<file path="src/rtl/core/frx_pkg.sv">
// ----------------------------------------------------------------------------
// frx_pkg
// Shared types, codes and constants for the framed packet receiver: parse
// phases, status codes, result and configuration bundles, length saturation.
// ----------------------------------------------------------------------------
package frx_pkg;

    // Largest payload length that a frame may carry
    localparam logic [15:0] MAX_PAYLOAD = 16'd128;

    // Header sync byte and checksum modulus
    localparam logic [7:0] SYNC_BYTE  = 8'hFF;
    localparam logic [8:0] SUM_MODULUS = 9'd255;

    // Register indexes on the configuration port
    localparam logic REG_OWN_ID  = 1'b0;
    localparam logic REG_PEER_ID = 1'b1;

    // Parse phases, one-hot
    typedef enum logic [7:0] {
        PH_FF_A     = 8'b0000_0001,
        PH_FF_B     = 8'b0000_0010,
        PH_SENDER   = 8'b0000_0100,
        PH_RECEIVER = 8'b0000_1000,
        PH_LEN_H    = 8'b0001_0000,
        PH_LEN_L    = 8'b0010_0000,
        PH_PAYLOAD  = 8'b0100_0000,
        PH_CHECK    = 8'b1000_0000
    } phase_t;

    // Result status codes
    typedef enum logic [2:0] {
        ST_NONE         = 3'd0,
        ST_PAYLOAD      = 3'd1,
        ST_GOOD         = 3'd2,
        ST_BAD_SUM      = 3'd3,
        ST_BAD_SENDER   = 3'd4,
        ST_BAD_RECEIVER = 3'd5,
        ST_TOO_LONG     = 3'd6
    } status_t;

    // One result word
    typedef struct packed {
        status_t    status;
        logic [7:0] payload_byte;
        logic [6:0] payload_index;
        logic [7:0] frame_length;
    } result_t;

    // Node ids from the configuration registers
    typedef struct packed {
        logic [7:0] own_id;
        logic [7:0] peer_id;
    } ids_t;

    // Saturate a 16-bit length to 8 bits
    function automatic logic [7:0] len_sat(input logic [15:0] len);
        return (|len[15:8]) ? 8'hFF : len[7:0];
    endfunction

endpackage

</file>
<file path="src/rtl/core/frx_cfg.sv">
// ----------------------------------------------------------------------------
// frx_cfg
// APB-style register file holding this node's id and the partner id.
// ----------------------------------------------------------------------------
module frx_cfg (
    input  logic             clk,
    input  logic             rst_n,
    input  logic             psel,
    input  logic             penable,
    input  logic             pwrite,
    input  logic [2:0]       paddr,
    input  logic [31:0]      pwdata,
    output logic [31:0]      prdata,
    output logic             pready,
    output frx_pkg::ids_t    ids
);
    import frx_pkg::*;

    logic [7:0] own_id_reg;
    logic [7:0] peer_id_reg;
    logic       wr_en;

    assign pready = 1'b1;
    assign wr_en  = psel & penable & pwrite;

    // Write the addressed id register
    always_ff @(posedge clk or negedge rst_n)
    begin
        if (!rst_n)
        begin
            own_id_reg  <= '0;
            peer_id_reg <= '0;
        end
        else if (wr_en)
        begin
            if (paddr[2] == REG_OWN_ID)
            begin
                own_id_reg <= pwdata[7:0];
            end
            if (paddr[2] == REG_PEER_ID)
            begin
                peer_id_reg <= pwdata[7:0];
            end
        end
    end

    // Read back the addressed register
    always_comb
    begin
        if (paddr[2] == REG_OWN_ID)
        begin
            prdata = {24'd0, own_id_reg};
        end
        else
        begin
            prdata = {24'd0, peer_id_reg};
        end
    end

    assign ids.own_id  = own_id_reg;
    assign ids.peer_id = peer_id_reg;

endmodule

</file>
<file path="src/rtl/core/frx_parse.sv">
// ----------------------------------------------------------------------------
// frx_parse
// Frame parser: holds the parse phase, running checksum, length and payload
// count, and works out one result word for each accepted byte.
// ----------------------------------------------------------------------------
module frx_parse (
    input  logic              clk,
    input  logic              rst_n,
    input  logic              accept,
    input  logic [7:0]        rx_byte,
    input  frx_pkg::ids_t     ids,
    output frx_pkg::result_t  result
);
    import frx_pkg::*;

    phase_t      phase_reg,  phase_next;
    logic [7:0]  sum_reg,    sum_next;
    logic [15:0] length_reg, length_next;
    logic [7:0]  taken_reg,  taken_next;

    logic [8:0]  sum_add;
    logic [7:0]  sum_mod;
    logic [7:0]  taken_inc;
    logic [15:0] len_low;

    // Running checksum modulo 255: one conditional subtract
    assign sum_add   = {1'b0, sum_reg} + {1'b0, rx_byte};
    assign sum_mod   = (sum_add >= SUM_MODULUS) ? 8'(sum_add - SUM_MODULUS) : sum_add[7:0];
    assign taken_inc = taken_reg + 8'd1;
    assign len_low   = {length_reg[15:8], rx_byte};

    // Advance the parser on one byte
    always_comb
    begin
        phase_next  = phase_reg;
        sum_next    = sum_reg;
        length_next = length_reg;
        taken_next  = taken_reg;
        result      = '{status: ST_NONE, payload_byte: '0, payload_index: '0,
                        frame_length: '0};

        unique case (phase_reg)
            PH_FF_A:
            begin
                if (rx_byte == SYNC_BYTE)
                begin
                    // FF folds to zero in the mod-255 sum
                    sum_next    = '0;
                    length_next = '0;
                    taken_next  = '0;
                    phase_next  = PH_FF_B;
                end
            end
            PH_FF_B:
            begin
                if (rx_byte == SYNC_BYTE)
                begin
                    sum_next   = sum_mod;
                    phase_next = PH_SENDER;
                end
                else
                begin
                    phase_next = PH_FF_A;
                end
            end
            PH_SENDER:
            begin
                if (rx_byte == ids.peer_id)
                begin
                    sum_next   = sum_mod;
                    phase_next = PH_RECEIVER;
                end
                else
                begin
                    result.status = ST_BAD_SENDER;
                    phase_next    = PH_FF_A;
                end
            end
            PH_RECEIVER:
            begin
                if (rx_byte == ids.own_id)
                begin
                    sum_next   = sum_mod;
                    phase_next = PH_LEN_H;
                end
                else
                begin
                    result.status = ST_BAD_RECEIVER;
                    phase_next    = PH_FF_A;
                end
            end
            PH_LEN_H:
            begin
                sum_next    = sum_mod;
                length_next = {rx_byte, 8'd0};
                phase_next  = PH_LEN_L;
            end
            PH_LEN_L:
            begin
                sum_next    = sum_mod;
                length_next = len_low;
                if (len_low > MAX_PAYLOAD)
                begin
                    result.status       = ST_TOO_LONG;
                    result.frame_length = len_sat(len_low);
                    phase_next          = PH_FF_A;
                end
                else
                begin
                    phase_next = PH_PAYLOAD;
                end
            end
            PH_PAYLOAD:
            begin
                // A zero length still takes one byte
                sum_next             = sum_mod;
                result.status        = ST_PAYLOAD;
                result.payload_byte  = rx_byte;
                result.payload_index = taken_reg[6:0];
                result.frame_length  = len_sat(length_reg);
                taken_next           = taken_inc;
                if ({8'd0, taken_inc} >= length_reg)
                begin
                    phase_next = PH_CHECK;
                end
            end
            PH_CHECK:
            begin
                result.frame_length = len_sat(length_reg);
                result.status       = (rx_byte == sum_reg) ? ST_GOOD : ST_BAD_SUM;
                sum_next            = '0;
                phase_next          = PH_FF_A;
            end
            default:
            begin
                phase_next = PH_FF_A;
            end
        endcase
    end

    // Hold parser state, update on each accepted byte
    always_ff @(posedge clk or negedge rst_n)
    begin
        if (!rst_n)
        begin
            phase_reg  <= PH_FF_A;
            sum_reg    <= '0;
            length_reg <= '0;
            taken_reg  <= '0;
        end
        else if (accept)
        begin
            phase_reg  <= phase_next;
            sum_reg    <= sum_next;
            length_reg <= length_next;
            taken_reg  <= taken_next;
        end
    end

endmodule

</file>
<file path="src/rtl/core/frx_out.sv">
// ----------------------------------------------------------------------------
// frx_out
// Result register: holds one result word until the consumer takes it and
// stalls the input side only while a held word is itself stalled.
// ----------------------------------------------------------------------------
module frx_out (
    input  logic              clk,
    input  logic              rst_n,
    input  logic              in_valid,
    output logic              in_stall,
    input  frx_pkg::result_t  result,
    output logic              out_valid,
    input  logic              out_stall,
    output frx_pkg::result_t  out_word
);
    import frx_pkg::*;

    logic    valid_reg, valid_next;
    result_t word_reg;
    logic    load;

    assign in_stall   = valid_reg & out_stall;
    assign load       = in_valid & ~in_stall;
    assign valid_next = load | (valid_reg & out_stall);

    // Track whether a word is held
    always_ff @(posedge clk or negedge rst_n)
    begin
        if (!rst_n)
        begin
            valid_reg <= 1'b0;
        end
        else
        begin
            valid_reg <= valid_next;
        end
    end

    // Capture the result word on accept
    always_ff @(posedge clk)
    begin
        if (load)
        begin
            word_reg <= result;
        end
    end

    assign out_valid = valid_reg;
    assign out_word  = word_reg;

endmodule

</file>
<file path="src/rtl/core/framed_packet_receiver.sv">
// Output: a result word appears in the cycle after its byte is accepted.
// Throughput: one byte per cycle; the input stalls only while a held result
// word is stalled by the consumer.
// Reset: rst_n clears the parser to hunting for the first FF, the checksum,
// length and count to zero, both id registers to zero, and the output empty.
// ----------------------------------------------------------------------------
// framed_packet_receiver
// Byte-serial deframer for FF FF, sender, receiver, 16-bit length, payload,
// mod-255 checksum frames, with an APB-style port for the node ids.
// ----------------------------------------------------------------------------
module framed_packet_receiver (
    input  logic        clk,
    input  logic        rst_n,
    // input byte channel
    input  logic        in_valid,
    output logic        in_stall,
    input  logic [7:0]  rx_byte,
    // result channel
    output logic        out_valid,
    input  logic        out_stall,
    output logic [2:0]  status,
    output logic [7:0]  payload_byte,
    output logic [6:0]  payload_index,
    output logic [7:0]  frame_length,
    // configuration port
    input  logic        psel,
    input  logic        penable,
    input  logic        pwrite,
    input  logic [2:0]  paddr,
    input  logic [31:0] pwdata,
    output logic [31:0] prdata,
    output logic        pready
);
    import frx_pkg::*;

    ids_t    ids;
    result_t result;
    result_t out_word;
    logic    accept;

    assign accept = in_valid & ~in_stall;

    frx_cfg u_cfg (
        .clk     (clk),
        .rst_n   (rst_n),
        .psel    (psel),
        .penable (penable),
        .pwrite  (pwrite),
        .paddr   (paddr),
        .pwdata  (pwdata),
        .prdata  (prdata),
        .pready  (pready),
        .ids     (ids)
    );

    frx_parse u_parse (
        .clk     (clk),
        .rst_n   (rst_n),
        .accept  (accept),
        .rx_byte (rx_byte),
        .ids     (ids),
        .result  (result)
    );

    frx_out u_out (
        .clk       (clk),
        .rst_n     (rst_n),
        .in_valid  (in_valid),
        .in_stall  (in_stall),
        .result    (result),
        .out_valid (out_valid),
        .out_stall (out_stall),
        .out_word  (out_word)
    );

    // Unpack the result word onto the field ports
    assign status        = out_word.status;
    assign payload_byte  = out_word.payload_byte;
    assign payload_index = out_word.payload_index;
    assign frame_length  = out_word.frame_length;

endmodule

</file>
<file path="config.mk">
export PLATFORM = sky130hd
export DESIGN_NAME = framed_packet_receiver
export DESIGN_NICKNAME = d
export VERILOG_FILES = /design/src/rtl/core/frx_pkg.sv /design/src/rtl/core/frx_cfg.sv /design/src/rtl/core/frx_parse.sv /design/src/rtl/core/frx_out.sv /design/src/rtl/core/framed_packet_receiver.sv
export SDC_FILE = /design/constraint.sdc
export NUM_CORES = 1
export LEC_CHECK = 0
export BUFFER_PORTS_ARGS = -buffer_cell sky130_fd_sc_hd__buf_2
export CORE_ASPECT_RATIO = 0.8
export CORE_MARGIN = 4
export CORE_UTILIZATION = 55
export DETAILED_ROUTE_END_ITERATION = 8
export GPL_TIMING_DRIVEN = 0
export PLACE_DENSITY = 0.8
export SYNTH_ARGS = -nofsm -noshare
export SYNTH_HDL_FRONTEND = slang
export SYNTH_SLANG_ARGS = --single-unit
</file>
<file path="constraint.sdc">
create_clock -name clk -period 2.7 [get_ports clk]
set_input_delay 0.135 -clock clk [delete_from_list [all_inputs] [get_ports clk]]
set_output_delay 0.135 -clock clk [all_outputs]
set_load 0.005 [all_outputs]
</file>
==> impl_results.md <==
- Synth Cell Area: 4920 um^2
- Post-synth EDFFs: 26
- GRT Util Overall: 21.9%
- CP Max Fanout: 6
- Register area share after synthesis: 44.9%
- DR pass1 iterations: 5
- Number of global-route vias before repair: 3831
- Count leader, synth: dfrtp_1
- Cell family with most CP delay: compound AO/OA/AOI/OAI gates
- Largest net degree at the start of global routing: 58
- Maximum vdd drop: 0.534 mV
- Worst EP required: 2.94 ns
- Routability cong.: 0.919
- ANT cells: 0
- Asr flop ratio synth: 68.7%
- Root buffer cell: clkbuf_8
- Via Count: 3880
- Period minus WS final: 2.63 ns
- Post-synth top cells: 56 x dfrtp_1, 41 x nand2_1, 29 x mux2_2
- PwrDens: 707 nW/um^2
- Setup TNS: 0 ns
- Crit share post-route: 97.3%
- CTS clock-pin slew for the worst setup and hold paths: 0.10 ns
- Sw Ratio: 36.8%
- Final #Nets: 640
- DR vias/cell: 5.64
- Worst Hold Slack: 0.0145 ns
- Lkg Pwr: 0.00270 uW
- PortBufs: 58
- Die ar.: 10500 um^2
- 1st-iter DRT viols: 203
- Status: finished clean
- Final wirelength: 11200 um
- Syn Inst Count: 470
- Worst Tran Pin Value: 0.734 ns
- Avg Cell Area, Syn: 10.5 um^2
- Setup CP Type: flop to flop
- Final Hold Fails: 0
- Critical-path top delay cell: fa_1
- Hold Crit Class: input port to flop
- First-pass GRT wire length: 18500 um
- Num CTS Buffers: 9
- Top FF cell, synth: dfrtp_1
- Initial core utilization: 57.2%
- Die width: 114 um
- CP Cell Sequence: ha_1 -> fa_1 -> a21oi_2 -> o2111ai_1 -> xor2_1 -> nand4_1 -> o21a_2 -> a211oi_2 -> o2bb2ai_1
- Switching power: 1500 uW
- Rows: 30
- Max reg flops: 26
- Clock network power share: 23.2%
- Fill cell count: 682
- Fin util: 67.0%
- Synth area leaders: dfrtp_1 29%, edfxtp_1 16%, mux2_2 6.6%, ha_1 4.6%, xor2_1 4.5%
- Number of synthesized register bits: 83
- WP data arrival: 2.86 ns
- Share of cells above drive strength 1: 30.9%
- Worst stage delay on the critical path: 0.45 ns
- Avg WL per Cell: 16.3 um
- Max-cap violations: 0
- Cell Area, Placed: 5430 um^2
- Post-DRT Antenna Nets: 0
- Max-slew violations: 0
- Combinational power share: 38.2%
- Flop pwr share: 38.5%
- Final Setup Violations: 0
- Synthesis-to-finish area growth: 17.1%
- Core area: 8600 um^2
- Cell variety after synth: 64
- Yosys top cell area share: 28.5%
- Clock skew: 0.0112 ns
- Slew headroom: 51.0%
- Dpl hpwl: 8030 um
- DRC: 0
- Initial antenna violation count: 0
- Achievable frequency: 381 MHz
- DIE HEIGHT: 92.6 um
- CTS tree: built
- Total congestion overflow: 0
- CP endpoint kind: flop
- Startpoint types: flop
- CTS sink cnt: 83
- Max Root-Sink Buffers: 2
- Internal power: 2570 uW
- CP bufs+invs: 0
- Design area: 5760 um^2
- Cell type with the largest total area after synthesis: dfrtp_1
- YS warnings: 0
- Worst-Skew Late Latency: 0.36 ns
- Htree depth: 3
- # IOs: 111
-- power groups by stage --
stage	Combinational, uW	Sequential, uW	Clock (uW)
floorplan	1100	1560	0
global placement	1390	1580	0
detailed placement	1430	1590	0
CTS	1470	1570	960
global route	1710	1590	1010
finish	1560	1570	945
-- layer usage --
layer | GRT usage (%) | vias to the layer above | wire [um]
met5 | 0 | - | 0
met4 | 5.31 | 0 | 108
met3 | 4.70 | 12 | 811
li1 | - | 1842 | -
met1 | 29.3 | 1868 | 4860
met2 | 36.5 | 158 | 5410
-- layout make-up --
type,count,area [um^2],area share (%)
multi-input combinational,347,2460,42.8
sequential,83,2210,38.4
timing repair buffer,67,365,6.35
buffer,48,319,5.54
tap,112,140,2.43
clock buffer,9,124,2.15
clock inverter,7,80.1,1.39
inverter,15,56.3,0.978
-- through the flow --
stage	cells	setup WS, ns	power, uW
final	688	0.0738	4070
after global routing	688	-0.00945	4300
after CTS	681	0.0427	4000
after detailed placement	663	-0.101	3030
after global placement	663	-0.0265	2970
after floorplan	493	0.328	2660
-- timing repair --
item / CTS / global route
setup endpoints to repair: 15 / 6
hold buffers: 1 / 1
pin swaps: 1 / 6
setup buffers: 1 / 6
resized for setup: 5 / 5
hold endpoints to repair: 1 / 56
-- cell families after synthesis --
| kind of cell | share of synthesized area, % |
|---|---|
| xor gates and xnor gates | 5.17 |
| and+or+nand+nor | 17.9 |
| adders and majority gates | 4.99 |
| AOI/OAI and AO/OA | 12.2 |
| other | 0.153 |
| DFF | 44.9 |
| muxes | 7.05 |
| buffers and inverters | 7.64 |
-- placed cells by master (no fill, tap or decap), types with 13 or more instances in the layout --
master / count
ha_1: 18
a21oi_1: 13
inv_1: 14
xor2_1: 22
nand2_1: 41
dfrtp_1: 55
o21ai_0: 22
conb_1: 25
buf_4: 33
nor2_1: 23
mux2_2: 29
and2_1: 17
edfxtp_1: 26
nand3_1: 21
buf_2: 69
-- final timing paths --
check                                            from                     to  slack (ns)  cells past startpoint
worst min register to register  u_parse.length_reg[9]  u_parse.length_reg[9]        0.48                      2
max in group asynchronous                       rst_n   u_parse.taken_reg[0]        1.79                      2
min in group asynchronous                       rst_n    u_cfg.own_id_reg[0]        0.36                      2
worst max-delay path               u_parse.sum_reg[0]     u_parse.sum_reg[3]        0.07                      9
worst min-delay path                        pwdata[0]   u_cfg.peer_id_reg[0]        0.01                      2
worst max register to register     u_parse.sum_reg[0]     u_parse.sum_reg[3]        0.07                      9
(Power assumes the default switching activity.)
